### src/rtl/core/edf_pkg.sv
// ---------------------------------------------------------------------------
// edf_pkg
// Shared types and constants of the entity delta filter.
// ---------------------------------------------------------------------------
package edf_pkg;

	localparam int TABLE_DEPTH = 256;
	localparam int ADDR_W      = (TABLE_DEPTH > 1) ? $clog2(TABLE_DEPTH) : 1;
	localparam int CNT_W       = $clog2(TABLE_DEPTH + 1);

	localparam logic [1:0] MODE_CLEAR = 2'd0;
	localparam logic [1:0] MODE_LOAD  = 2'd1;
	localparam logic [1:0] MODE_CHECK = 2'd2;

	localparam logic [15:0] INDEX_MAX = 16'hFFFF;

	typedef struct packed {
		logic [31:0] id;
		logic [31:0] pos_x;
		logic [31:0] pos_y;
		logic [31:0] pos_z;
		logic [31:0] rot_0;
		logic [31:0] rot_1;
		logic [31:0] rot_2;
		logic [31:0] rot_3;
		logic [15:0] health;
		logic [31:0] stamp;
		logic [7:0]  flag_bits;
	} rec_t;

	localparam int REC_W = $bits(rec_t);

	typedef struct packed {
		logic              en;
		logic [ADDR_W-1:0] addr;
	} rd_req_t;

	typedef struct packed {
		logic done;
		logic changed;
	} scan_res_t;

endpackage

### src/rtl/core/edf_scan.sv
// ---------------------------------------------------------------------------
// edf_scan
// Walks the record table one entry a cycle and compares each read against
// the current record; stops at the first id hit or the last stored entry.
// ---------------------------------------------------------------------------
module edf_scan (
	input  logic                       clk,
	input  logic                       arst_n,
	input  logic                       go,
	input  logic [edf_pkg::CNT_W-1:0]  count,
	input  edf_pkg::rec_t              key,
	input  edf_pkg::rec_t              rd_data,
	output edf_pkg::rd_req_t           rd_req,
	output edf_pkg::scan_res_t         res
);

	logic                      active_q;
	logic [edf_pkg::CNT_W-1:0] idx_q;
	logic                      valid_s1;
	logic [edf_pkg::CNT_W-1:0] idx_s1;
	logic                      id_hit;
	logic                      last;

	// Issue a read while entries remain.
	always_comb begin
		rd_req.en   = active_q && (idx_q < count);
		rd_req.addr = idx_q[edf_pkg::ADDR_W-1:0];
	end

	// Compare stage lines up with the registered RAM data.
	always_comb begin
		id_hit      = (rd_data.id == key.id);
		last        = (idx_s1 == (count - edf_pkg::CNT_W'(1)));
		res.done    = valid_s1 && (id_hit || last);
		res.changed = !(id_hit && (rd_data == key));
	end

	always_ff @(posedge clk or negedge arst_n) begin
		if (!arst_n) begin
			active_q <= 1'b0;
			valid_s1 <= 1'b0;
		end else begin
			if (go) begin
				active_q <= 1'b1;
			end else if (res.done) begin
				active_q <= 1'b0;
			end
			// drop a read that was issued alongside the final compare
			valid_s1 <= rd_req.en && !res.done;
		end
	end

	always_ff @(posedge clk) begin
		if (go) begin
			idx_q <= '0;
		end else if (rd_req.en) begin
			idx_q <= idx_q + edf_pkg::CNT_W'(1);
		end
		idx_s1 <= idx_q;
	end

endmodule

### config.mk
export PLATFORM = sky130hd
export DESIGN_NAME = edf_scan
export DESIGN_NICKNAME = d
export VERILOG_FILES = /design/src/rtl/core/edf_pkg.sv /design/src/rtl/core/edf_scan.sv
export SDC_FILE = /design/constraint.sdc
export NUM_CORES = 1
export LEC_CHECK = 0
export ABC_AREA = 1
export ABC_CLOCK_PERIOD_IN_PS = 4970
export CAP_MARGIN = 5
export CORE_AREA = 3 3 253 255
export DETAILED_ROUTE_END_ITERATION = 16
export DIE_AREA = 0 0 256 258
export DONT_BUFFER_PORTS = 1
export GPL_TIMING_DRIVEN = 0
export PLACE_DENSITY = 0.3
export SLEW_MARGIN = 0
export SYNTH_ARGS = -nofsm -noshare
export SYNTH_HDL_FRONTEND = slang
export SYNTH_SLANG_ARGS = --single-unit
export TNS_END_PERCENT = 20
### constraint.sdc
create_clock -name clk -period 4.97 [get_ports clk]
set_clock_uncertainty 0.1 [all_clocks]
set_input_delay 0.994 -clock clk [delete_from_list [all_inputs] [get_ports clk]]
set_output_delay 0.994 -clock clk [all_outputs]
set_load 0.05 [all_outputs]
Yosys cells after proc, flatten, opt, wreduce, memory -nomap -nowiden
Cells that the tools add are included.
Widths: inputs -> output; s select.
{ "word_totals": {"regBits": 20, "inputBits": 636, "out_inout_bits": 11} }
{ "classes": {"addsub": 2, "order_cmp": 1, "eq_ne": 3, "mux": 2, "reduce_logical": 8} }
{ "op_table": {"columns": ["op", "count"], "rows": [
  ["$eq 312x312->1", 1],
  ["$eq 32x32->1", 1],
  ["$add 9x1->9 const B", 1],
  ["$eq 9x9->1", 1],
  ["$lt 9x9->1", 1],
  ["$sub 9x1->9 const B", 1],
  ["$logic_and 1x1->1", 4],
  ["$logic_not 1->1", 2],
  ["$mux 1", 2],
  ["$reduce_bool 2->1", 1],
  ["$logic_or 1x1->1", 1]
]} }

Longest topological paths before layout
{ "depth": {"word_depth": 6, "mapped_depth": 14, "mapped_depth_nobuf": 14} }

Worst setup path before layout
Ideal clock, no wire load.
{ "synth_path": {"path_kind": "input port to output port", "from": "in key[13] in the netlist's numbering", "to": "out res[0] in the netlist's numbering", "arrival_time_ns": 2.189, "required_ns": 3.876, "path_slack_ns": 1.687, "stages": 9, "cell_sequence": "or2_2 > a21oi_1 > nand2_1 > nor2_1 > nand2_1 > nor2_1 > nand2_1 > nor2_1 > nand3_1"} }
{ "synth_rtl": {"columns": ["element", "line", "rtl"], "rows": [
  ["start: declaration", "edf_scan.sv:11", "input edf_pkg::rec_t key,"],
  ["end: declaration", "edf_scan.sv:14", "output edf_pkg::scan_res_t res"]
]} }

==> reports/results.tsv <==
stage	metric	value	unit
run_status	status	finished clean	
synthesis	ys_warn_count	0	
timing	layout_worst_path_cycle_share	81.55	%
setup_path	rrSetupSlack	2.81	ns
clock_tree	cts_root_buffer	clkbuf_16	
clock_tree	hold_buffers	0	
global_routing	grt_pass1_vias	5396	
synthesis	synth-simple-area-share	35.71	%
timing	max_freq	246.7	MHz
run	drv_cap	0	
floorplanning	fp.dieH	258	µm
clock_tree	clock_tree.buffer_depth	2	
clock_tree	ctsResizeCount	0	
global_routing	grt.total_usage	9.796	%
synthesis	ys_seq_area_share	7.630	%
synthesis	syn_area	5379	µm²
synthesis	synthMuxAreaShare	0	%
detailed_routing	top_layer	met4	
placed_design	gp_congestion	0.9011	
global_routing	grt_max_degree	12	
detailed_routing	drt_iter0_markers	183	
detailed_routing	dr_total_vias	5444	
setup_path	critPathRequiredTime	3.88	ns
detailed_routing	ant_nets	0	
pwr	leakage	0.002440	µW
finish	fin_util	10.57	%
clock_tree	cts_setup_buffers	0	
floorplanning	initial_core_util	8.700	%
synthesis	synth_xor_area_share	42.66	%
clock_tree	cts_tree	yes	
timing	report.final.slew_viol_count	0	
floorplanning	row_count	91	
floorplanning	fp.dieW	256	µm
placed_design	portBuffers	0	
clock_tree	clkSinkCount	20	
timing	setup_viol	0	
global_routing	grt_pass1_wl	44.57	mm
pwr	p_sw	216.6	µW
setup_path	end_kind	primary output	
detailed_routing	wl_met3	3.642	mm
detailed_routing	first_pass_iters	4	
global_routing	overflow	0	
setup_path	timing.rr.start	idx_q[4]$_SDFFE_PP0P_	
synthesis	syn_area_per_cell	6.071	µm²
pwr	seq_power_share	24.8	%
pwr	p_int	472.5	µW
synthesis	synth_compound_area_share	3.512	%
min_path	hold_start	idx_q[8]$_SDFFE_PP0P_	
pwr	swShare	31.43	%
synthesis	ys_seq_elements	20	
placed_design	place_hpwl	34.17	mm
clock_tree	cts_buffers	3	
timing	worst_slew_pin_slew	0.7383	ns
floorplanning	io_pins	647	
setup_path	critPathMaxFanout	2	
global_routing	grt_antenna_before_repair	1	
clock_tree	clk_latency	0.25	ns
timing	min_period	4.053	ns
finish	nNetsFinal	1538	
synthesis	syn-num-nets	1532	
detailed_routing	avgRoutedWirePerCell	20.41	µm
clock_tree	path_clk_slew	0.06	ns
synthesis	synth_top_family_by_area	XOR/XNOR gates	
timing	rsz0062_at_grt	no	
finish	syn2layout_area_growth	21.52	%
timing	hold_violations	0	
setup_path	cp-start-kind	input pin	
pwr	power_density	105.4	nW/µm²
finish	drive_gt1_share	5.275	%
detailed_routing	drt_drc_violations_left	0	
detailed_routing	routed_wl	35.31	mm
setup_path	cp.arrival	2.96	ns
min_path	min-delay-path-class	flip-flop to flip-flop	
detailed_routing	met2WireLength	19.75	mm
timing	slew-limit-headroom	50.26	%
clock_tree	cts_max_level	1	
detailed_routing	wl_met1	11.47	mm
synthesis	synthAdderAreaFrac	2.326	%
pwr	ir_drop	0.09485	mV
detailed_routing	vias_per_cell	3.147	
setup_path	startpoint	key[189]	
pwr	clockPowerShare	26.8	%
timing	finalSetupTns	0	ns
setup_path	path_class	input pin to primary output	
synthesis	yosysUniqueCellTypes	25	
synthesis	synth_cells	886	
floorplanning	die-area	66050	µm²
floorplanning	core	61830	µm²
pwr	power.share.combinational	48.4	%
-- Yosys cell counts, drive strengths merged --
library cell	n	area share, %
nand2	199	14
dfxtp	18	6.7
xnor2	155	25
xor2	107	17
nand3b	3	0.42
or2	24	2.8
a21oi	21	2.0
o211ai	2	0.28
dfrtp	2	0.93
nor2	143	10
nand4	32	3.7
nor3	18	1.7
nand3	31	3.0
o21ai	13	1.3
ha	10	2.3
inv	98	6.8
and3	1	0.12
buf	9	1.3
-- cells in the final DEF (no fill, tap or decap), drive strengths merged, types with 3 or more instances in the layout --
cell type / synthesis / final
clkbuf: 0 / 4
ha: 10 / 10
o21ai: 13 / 13
nand3: 31 / 31
buf: 9 / 10
nor2: 143 / 143
a21oi: 21 / 21
nand2: 199 / 199
or2: 24 / 24
xnor2: 155 / 155
inv: 98 / 98
nand4: 32 / 32
nand3b: 3 / 3
nor3: 18 / 18
xor2: 107 / 107
dfxtp: 18 / 18
-- worst paths after layout --
kind / endpoint / depth (start not counted)
min: idx_s1[8]$_DFF_P_ / 0
max: res[0] / 9
min reg2reg: idx_s1[8]$_DFF_P_ / 0
min in group asynchronous: active_q$_DFFE_PN0P_ / 0
max reg2reg: idx_q[4]$_SDFFE_PP0P_ / 10
max in group asynchronous: valid_s1$_DFF_PN0_ / 0
-- flip-flops by register name (all words and copies together) (netlist names) --
signal	flops
idx_q	9
idx_s1	9
active_q	1
valid_s1	1
-- cells by family after synthesis --
logic type | Yosys count
buf+inv | 107
fa+ha+maj | 10
xor+xnor | 262
flops | 20
simple gates | 451
compound gates | 36
-- critical path: stages --
cell and delay (ns):
or2_2 0.28, a21oi_1 0.34, nand3_1 0.12, nor2_1 0.21
nand2_1 0.08, nor2_1 0.09, nand2_1 0.06, nor2_1 0.27
nand3_1 0.51
-- stage by stage --
stage	setup WS [ns]	hold WS (ns)	power, µW	std cells	area (µm²)
4_1_cts	0.7027	0.3148	703.5	1728	6531
6_report	0.9167	0.3150	689.1	1730	6536
3_3_place_gp	0.1551	0.3034	507.0	1723	6426
3_5_place_dp	0.7115	0.3054	511.9	1724	6442
5_1_grt	0.6622	0.3207	752.0	1729	6534
2_1_floorplan	1.687	0.2779	455.4	886	5379
-- per-layer routing --
metal  up-vias  global-route usage, %
met5         -                      0
met1      2367                  9.677
met2       330                  19.99
li1       2734                      -
met4         0                  1.299
met3        13                  3.285
-- power groups by stage --
| stage | clock network [µW] | logic [µW] | registers (µW) |
|---|---|---|---|
| 2_1_floorplan | 0 | 283 | 172 |
| 3_3_place_gp | 0 | 333 | 174 |
| 3_5_place_dp | 0 | 338 | 174 |
| 4_1_cts | 192 | 340 | 171 |
| 5_1_grt | 199 | 382 | 172 |
| 6_report | 185 | 333 | 171 |
-- cell type report --
class                   instances  area [µm²]
fillers                      7224       55290
multi-input cells             759        4534
well taps                     837        1047
flip-flops and latches         20       410.4
inverters                      98       367.9
clock buffers                   4       88.84
plain buffers                   9       71.32
repair buffers                  1       11.26
diodes                          2       5.005
Power figures use the tool's default switching activity.
