==> src/rtl/core/edf_ram.sv <==
// ---------------------------------------------------------------------------
// edf_ram
// Simple dual-port synchronous RAM, one write and one registered read port.
// ---------------------------------------------------------------------------
module edf_ram #(
	parameter int WIDTH = 8,
	parameter int DEPTH = 16,
	parameter int AW    = (DEPTH > 1) ? $clog2(DEPTH) : 1
) (
	input  logic             clk,
	input  logic             we,
	input  logic [AW-1:0]    waddr,
	input  logic [WIDTH-1:0] wdata,
	input  logic             re,
	input  logic [AW-1:0]    raddr,
	output logic [WIDTH-1:0] rdata
);

	logic [WIDTH-1:0] mem [DEPTH];

	always_ff @(posedge clk) begin
		if (we) begin
			mem[waddr] <= wdata;
		end
	end

	always_ff @(posedge clk) begin
		if (re) begin
			rdata <= mem[raddr];
		end
	end

endmodule

==> config.mk <==
export PLATFORM = sky130hd
export DESIGN_NAME = edf_ram
export DESIGN_NICKNAME = d
export VERILOG_FILES = /design/src/rtl/core/edf_ram.sv
export SDC_FILE = /design/constraint.sdc
export NUM_CORES = 1
export LEC_CHECK = 0
export BUFFER_PORTS_ARGS = -buffer_cell sky130_fd_sc_hd__buf_2
export CORE_MARGIN = 2
export CORE_UTILIZATION = 40
export DETAILED_ROUTE_END_ITERATION = 16
export PLACE_DENSITY = 0.64
export SYNTH_ARGS = -nofsm -noshare
export SYNTH_HDL_FRONTEND = slang
export SYNTH_SLANG_ARGS = --single-unit
==> constraint.sdc <==
create_clock -name clk -period 4.7 [get_ports clk]
set_input_delay 0.47 -clock clk [delete_from_list [all_inputs] [get_ports clk]]
set_output_delay 0.47 -clock clk [all_outputs]
set_load 0.05 [all_outputs]
-- Word level (Yosys, flattened, before mapping)
Memories as Yosys holds them, arrays and structs flattened. A register that Yosys moved wholly into a read port is not among the register bits.
Cells that the tools add are included.
- register bits after elaboration: 0
- bits in writable memories: 128
- output and inout port bits: 8
- word-level logic and storage cells: 3
- memories: 1
- mux-type cells: 2
- memories (memory ; depth ; bits a word ; read ports ; clocked after memory_dff ; wr ports ; line ; RTL):
    mem ; 16 ; 8 ; 1 ; 1 ; 1 ; 19 ; logic [WIDTH-1:0] mem [DEPTH];
- operator list (cell ; count):
    two-way mux 1 bit ; 2

-- Longest topological paths before layout
Gate-level depths: netlist of run 1.
- word-level depth: 2
- gate-level depth with buffers: 5
- depth with buffers taken out: 3

-- Worst setup path after synthesis of run 1
OpenSTA, ideal clock, no wires.
- path kind: input port to flip-flop
- from: input waddr[2]
- to: memory mem[0][0], enable pin
- setup time: 0.383 ns
- arrival: 1.580 ns
- data required time: 4.317 ns
- slack: 2.737 ns
- stages: 2
- path buffers: 0
- cells stage by stage: or3b_2 -> nor3_1
- RTL lines (item ; line ; RTL):
    start, declared ; 12 ; input logic [AW-1:0] waddr,
    end, declared ; 19 ;
Straight into the memory's write port.

==> results of run 1 <==
metrics by stage:
step           worst slack [ns]  total power, mW  area [um^2]
2_1_floorplan             2.737            1.487         5228
3_3_place_gp              1.996            1.536         5517
3_5_place_dp              2.011            1.539         5517
4_1_cts                   2.437            2.802         6086
5_1_grt                   2.316            2.872         6086
6_report                  2.453            2.786         6086
registers in the layout (all words and copies together), names as in the netlist:
name,count
mem,128
rdata,8
cell type report:
class / count / area, um^2
clock buffers: 20 / 436.7
clock inverters: 12 / 132.6
fillers: 1017 / 6585
multi-input cells: 83 / 1057
flip-flops and latches: 136 / 4084
well taps: 172 / 215.2
repair buffers: 30 / 160.2
logic make-up (layout without fill, tap and decap cells):
| group | after synthesis | count (layout) | synth area share (%) |
|---|---|---|---|
| DFF | 136 | 136 | 78.12 |
| muxes | 32 | 32 | 14.79 |
| buffers and inverters | 10 | 62 | 1.651 |
| and+or+nand+nor | 35 | 35 | 3.136 |
| AOI/OAI and AO/OA | 16 | 16 | 2.298 |
worst min path at each step:
stage / slack [ns] / endpoint / cells past startpoint
detailed placement: 0.74 / rdata[7] / 3
global route: 0.43 / rdata[7] / 1
CTS: 0.42 / rdata[7] / 1
finish: 0.43 / rdata[7] / 1
global placement: 0.73 / rdata[2] / 3
floorplan: 0.57 / mem[0][0] / 0
where the power goes:
part / switching (mW) / leakage (nW) / internal [mW]
clock: 0.453 / 0.286 / 0.822
sequential: 0.00678 / 1.24 / 1.37
combinational: 0.0899 / 0.494 / 0.0478
total: 0.549 / 2.02 / 2.24
worst max-delay path: stages:
cell and delay, ns:
sky130_fd_sc_hd__buf_2 0.79, sky130_fd_sc_hd__mux4_1 0.66, sky130_fd_sc_hd__a22oi_1 0.35, sky130_fd_sc_hd__nand2_1 0.10
layout by cell type, fill, tap and decap left out, types with 4 or more instances in the layout:
cell and instances:
sky130_fd_sc_hd__a22oi_1 16, sky130_fd_sc_hd__buf_2 26, sky130_fd_sc_hd__buf_4 4, sky130_fd_sc_hd__clkbuf_16 17, sky130_fd_sc_hd__clkinv_2 7, sky130_fd_sc_hd__edfxtp_1 136, sky130_fd_sc_hd__mux4_1 14, sky130_fd_sc_hd__mux4_2 18
sky130_fd_sc_hd__nand2_1 9, sky130_fd_sc_hd__nor2_1 13, sky130_fd_sc_hd__nor3_1 4
routing by layer:
layer | wire [um] | GRT usage, % | part of all wire (%)
met2 | 4936 | 23.99 | 50
met4 | 235 | 7.455 | 2.4
met3 | 487 | 2.944 | 4.9
met5 | 0 | 0 | 0
met1 | 4183 | 19.75 | 43
==> flow_summary_export.csv, run 1 <==
group,metric,value,unit
global_routing,grt_pass1_wl,14720,um
synthesis,synth.top_cell.area_share,78.12,%
clocking,post-cts-setup-buffers,0,
synthesis,synth_area_per_cell,22.83,um^2
final_layout,area_delta_synth_final,16.42,%
global_routing,globalRouteOverflowTotal,0,
place,dp_hpwl,6092,um
place,gp_congestion,0.7467,
synthesis,postSynthCellCount,229,
global_routing,grt_use_total,15.02,%
synthesis,asyncSetResetFlopFracSynth,0,%
routing,routed_via_density,5.318,
synthesis,yosysMostFrequentCell,"sky130_fd_sc_hd__edfxtp_1",
critical_path,critPathArrivalTime,2.40,ns
synthesis,post_synth_most_frequent_cells,"136 x sky130_fd_sc_hd__edfxtp_1, 18 x sky130_fd_sc_hd__mux4_2, 16 x sky130_fd_sc_hd__a22oi_1, 14 x sky130_fd_sc_hd__mux4_1, 13 x sky130_fd_sc_hd__nor2_1",
power,ir_drop,271.9,uV
sta,pin_slew_with_the_least_headroom_to_its_limit,1.072,ns
clocking,cts_hold_buf,0,
sta,clock_skew_after_layout,0.003173,ns
routing,drt_iter0_drc,322,
global_routing,grt_start_max_net_pins,33,
final_layout,final_core_util,48.03,%
die,floorplan.core_area,12670,um^2
sta,final_worst_path_cycle_share,47.80,%
synthesis,syn-cell-area,5228,um^2
sta,fin_setup_tns,0,ns
routing,drt-pass1-iter-count,4,
routing,final_antenna_net_count,0,
synthesis,synth.distinct_cells,18,
routing,drc,0,
critical_path,r2r_cells,3,
place,place_inst,421,
synthesis,yosys_warnings,0,
sta,upper_clock_frequency_limit,0.4451,GHz
synthesis,synth.yosys.seq_area_share,78.12,%
sta,unrepaired_setup_endpoints_after_global_routing,"false",
final_layout,fraction_of_final_layout_cells_sized_beyond_drive_strength_1,27.05,%
clocking,clk_path_buf_depth,2,
outcome,status,"finished clean",
synthesis,post_synth_net_total,248,
clocking,numCtsBuffers,17,
die,dieArea,14000,um^2
critical_path,path_class,"in -> reg",
power,power.leakage,2.017,nW
critical_path,critPathLaunchType,"primary input",
sta,report.final.slew_viol_count,0,
clocking,clkLatencyLatePin,0.41,ns
clocking,clock-root-buffer,"sky130_fd_sc_hd__clkbuf_16",
critical_path,crit_path_end_kind,"flop",
sta,hold_ws,0.4298,ns
synthesis,synth-main-ff-cell,"sky130_fd_sc_hd__edfxtp_1",
die,floorplan.initialDensity,41.26,%
die,pin_count,27,
routing,vias,2409,
critical_path,worst_setup_path_startpoint,"raddr[0]",
global_routing,first_global_vias,2417,
clocking,tritoncts_clock_tree,"yes",
critical_path,setup.worst_path.end,"rdata[3]",
critical_path,timing.critical_path.fanout_max,32,
critical_path,reg2reg_slack,3.11,ns
clocking,number_of_clock_sinks,136,
sta,final.min_clock_period,2.247,ns
sta,max_slew_margin,28.56,%
critical_path,critPathRequiredTime,4.85,ns
final_layout,antenna-diode-count,0,
clocking,path_clk_slew,0.05,ns
die,dieWidth,118.3,um
final_layout,layout.cells.non_filler,453,
critical_path,regToRegEndpoint,"rdata[3]",
final_layout,num-nets-final,287,
min_path,timing.hold.worst.start,"re",
die,floorplan.rows,41,
routing,wirelength,9842,um
critical_path,r2r-start,"mem[1][3]",
sta,hold_violation_count_in_the_final_report,0,
clocking,cts_resized,0,
power,powerDensity,457.9,nW/um^2
die,die_height,118.3,um
synthesis,synth_seq_cells,136,
global_routing,antenna_found_initial,0,
synthesis,post_synth_edffs,136,
min_path,worst_hold_path_type,"in -> reg",
synthesis,synth_area_leader_cell,"sky130_fd_sc_hd__edfxtp_1",
sta,setup-violations-final,0,
place,buffer_ports.inserted,26,
clocking,cts-htree-levels,4,
routing,wl_per_cell,21.73,um
synthesis,synth_top_cells_by_area,"sky130_fd_sc_hd__edfxtp_1 78%, sky130_fd_sc_hd__mux4_2 7.8%, sky130_fd_sc_hd__mux4_1 7.0%",
job,max-cap-violations,0,
Power figures use the tool's default switching activity.
==> inputs of run 2 (changes only) <==
- ABC_AREA: default -> 1
- PLACE_DENSITY: 0.64 -> 0.66
- clock period: 4.7 -> 1.8 ns (I/O delays scaled with it)
==> run 2 against run 1 <==
Net effect: sequential power rose to 2.6 times the previous value; clock-buffer cell count up 3; die area grew 11%; via count up 59%; first-iteration DRC count shrank 3.1%; largest cell class unchanged; critical path depth is 2 higher; largest power group unchanged.
==> flow_summary_export.csv, run 2 <==
group,metric,value,unit
critical_path,timing.critical_path.buf_inv,1,
clocking,path_clk_slew,0.05,ns
critical_path,r2r_cells,6,
min_path,worstHoldEndpoint,"rdata[3]",
routing,wl_per_cell,16.39,um
outcome,status,"finished clean",
synthesis,synth.distinct_cells,11,
critical_path,cp_slowest_stage_delay,0.37,ns
synthesis,asyncSetResetFlopFracSynth,0,%
place,post_dp_area,6251,um^2
final_layout,mostFrequentLayoutCells,"173 x sky130_fd_sc_hd__nand2_1, 136 x sky130_fd_sc_hd__edfxtp_1, 100 x sky130_fd_sc_hd__inv_1",
place,gp_congestion,0.7906,
clocking,post-cts-setup-buffers,0,
sta,report.final.slew_viol_count,0,
die,pin_count,27,
global_routing,antenna_found_initial,0,
min_path,worst_hold_path_type,"in -> reg",
routing,final_antenna_net_count,0,
synthesis,synth_seq_cells,136,
synthesis,yosysMostFrequentCell,"sky130_fd_sc_hd__nand2_1",
die,floorplan.core_area,14420,um^2
sta,unrepaired_setup_endpoints_after_global_routing,"false",
global_routing,globalRouteOverflowTotal,0,
final_layout,reg_top3,"mem (128), rdata (8)",
sta,setup-violations-final,0,
final_layout,largest_register_ff_count,128,
sta,upper_clock_frequency_limit,0.8247,GHz
critical_path,critical-path-top-cell-by-count,"sky130_fd_sc_hd__nand3_1",
final_layout,antenna-diode-count,0,
routing,drc,0,
power,powerDensity,1052,nW/um^2
synthesis,post_synth_most_frequent_cells,"173 x sky130_fd_sc_hd__nand2_1, 136 x sky130_fd_sc_hd__edfxtp_1, 100 x sky130_fd_sc_hd__inv_1, 97 x sky130_fd_sc_hd__nand3_1, 17 x sky130_fd_sc_hd__nor2_1",
final_layout,registers.top_by_ff_count,"mem",
clocking,cts-htree-levels,4,
critical_path,critPathLaunchType,"flop",
global_routing,grt_start_max_net_pins,65,
synthesis,post_synth_net_total,570,
global_routing,first_global_vias,3623,
critical_path,r2r-start,"mem[11][1]",
sta,hold_violation_count_in_the_final_report,0,
routing,drt-pass1-iter-count,5,
routing,vias,3835,
critical_path,crit_path_end_kind,"flop",
clocking,clk_path_buf_depth,2,
sta,pin_slew_with_the_least_headroom_to_its_limit,0.6320,ns
critical_path,timing.critical_path.fanout_max,1,
power,power.leakage,2.903,nW
synthesis,yosys_warnings,0,
place,dp_hpwl,8115,um
synthesis,post_synth_edffs,136,
synthesis,synth-main-ff-cell,"sky130_fd_sc_hd__edfxtp_1",
sta,max_slew_margin,57.80,%
critical_path,critPathRequiredTime,1.97,ns
min_path,timing.hold.worst.start,"re",
power,ir_drop,631.7,uV
synthesis,syn-cell-area,5847,um^2
die,dieArea,15600,um^2
place,buffer_ports.inserted,26,
final_layout,fraction_of_final_layout_cells_sized_beyond_drive_strength_1,11.74,%
synthesis,synth_area_leader_cell,"sky130_fd_sc_hd__edfxtp_1",
final_layout,num-nets-final,614,
synthesis,synth.top_cell.area_share,69.85,%
synthesis,postSynthCellCount,551,
final_layout,mostFrequentLayoutCell,"sky130_fd_sc_hd__nand2_1",
sta,final_worst_path_cycle_share,67.37,%
critical_path,crit_chain,"inv_1, nand2_1, nand3_1, nand3_1, nand3_1, nand2_1",
critical_path,slowest_stage,"sky130_fd_sc_hd__edfxtp_1",
final_layout,area_delta_synth_final,15.49,%
clocking,clock-root-buffer,"sky130_fd_sc_hd__clkbuf_16",
critical_path,critPathArrivalTime,1.39,ns
clocking,cts_hold_buf,0,
critical_path,timing.critical_path.max_delay_family,"simple AND/OR/NAND/NOR gates",
clocking,cts_resized,0,
min_path,min_delay_path_depth,1,
job,max-cap-violations,0,
die,floorplan.rows,44,
clocking,tritoncts_clock_tree,"yes",
die,dieWidth,124.9,um
die,floorplan.initialDensity,40.54,%
routing,wirelength,12930,um
routing,drt_iter0_drc,312,
synthesis,synth_top_cells_by_area,"sky130_fd_sc_hd__edfxtp_1 70%, sky130_fd_sc_hd__nand2_1 11%, sky130_fd_sc_hd__nand3_1 8.3%",
sta,clock_skew_after_layout,0.006962,ns
die,die_height,124.9,um
sta,final.min_clock_period,1.213,ns
routing,routed_via_density,4.861,
clocking,clkLatencyLatePin,0.43,ns
critical_path,regToRegEndpoint,"rdata[1]",
critical_path,reg2reg_slack,0.59,ns
synthesis,synth_area_per_cell,10.61,um^2
global_routing,grt_pass1_wl,20330,um
global_routing,grt_use_total,17.55,%
clocking,numCtsBuffers,17,
synthesis,synth.yosys.seq_area_share,69.85,%
sta,fin_setup_tns,0,ns
critical_path,path_class,"reg -> reg",
clocking,number_of_clock_sinks,136,
final_layout,postLayoutCellArea,6753,um^2
sta,hold_ws,0.1099,ns
==> run 2: worst max-delay path by stage <==
stage	from	endpoint	slack, ns	cells past startpoint
floorplan	waddr[2]	mem[10][0]	0.67	2
CTS	rdata[0]	rdata[0]	0.57	1
global route	mem[9][4]	rdata[4]	0.53	6
global placement	raddr[0]	rdata[4]	0.27	8
detailed placement	raddr[0]	rdata[4]	0.24	8
finish	mem[11][1]	rdata[1]	0.59	6
==> run 2: where the power goes <==
group	internal (mW)	switching, mW	total, mW
registers	3.57	0.0168	3.59
clock network	1.85	1.17	3.03
logic	0.132	0.360	0.491
total	5.55	1.55	7.10
==> run 2: routing by layer <==
metal / up-vias / wire length, um / global-route usage (%)
met5: - / 0 / 0
met4: 0 / 302 / 7.647
met3: 25 / 784 / 3.866
met2: 121 / 6173 / 27.29
met1: 1823 / 5668 / 23.95
li1: 1866 / - / -
==> run 2: area by class of cell <==
type	count	area, um^2
fillers	1342	7671
flip-flops and latches	136	4084
multi-input cells	289	1214
clock buffers	23	447.9
inverters	102	382.9
repair buffers	49	340.3
well taps	184	230.2
clock inverters	6	53.80
==> run 2: logic make-up (layout without fill, tap and decap cells) <==
family,count (synthesis),count (layout),share of synthesized area [%]
buf+inv,126,180,9.394
flops,136,136,69.85
simple gates,289,289,20.76
==> run 2: metrics by stage <==
step                util [%]  setup slack, ns  total power [mW]  cells
floorplan                  -           0.6692             3.954    551
global placement       43.34           0.2712             4.135    760
detailed placement     43.34           0.2424             4.145    760
CTS                    46.82           0.5652             7.141    789
global route           46.82           0.5280             7.321    789
finish                 46.82           0.5874             7.105    789
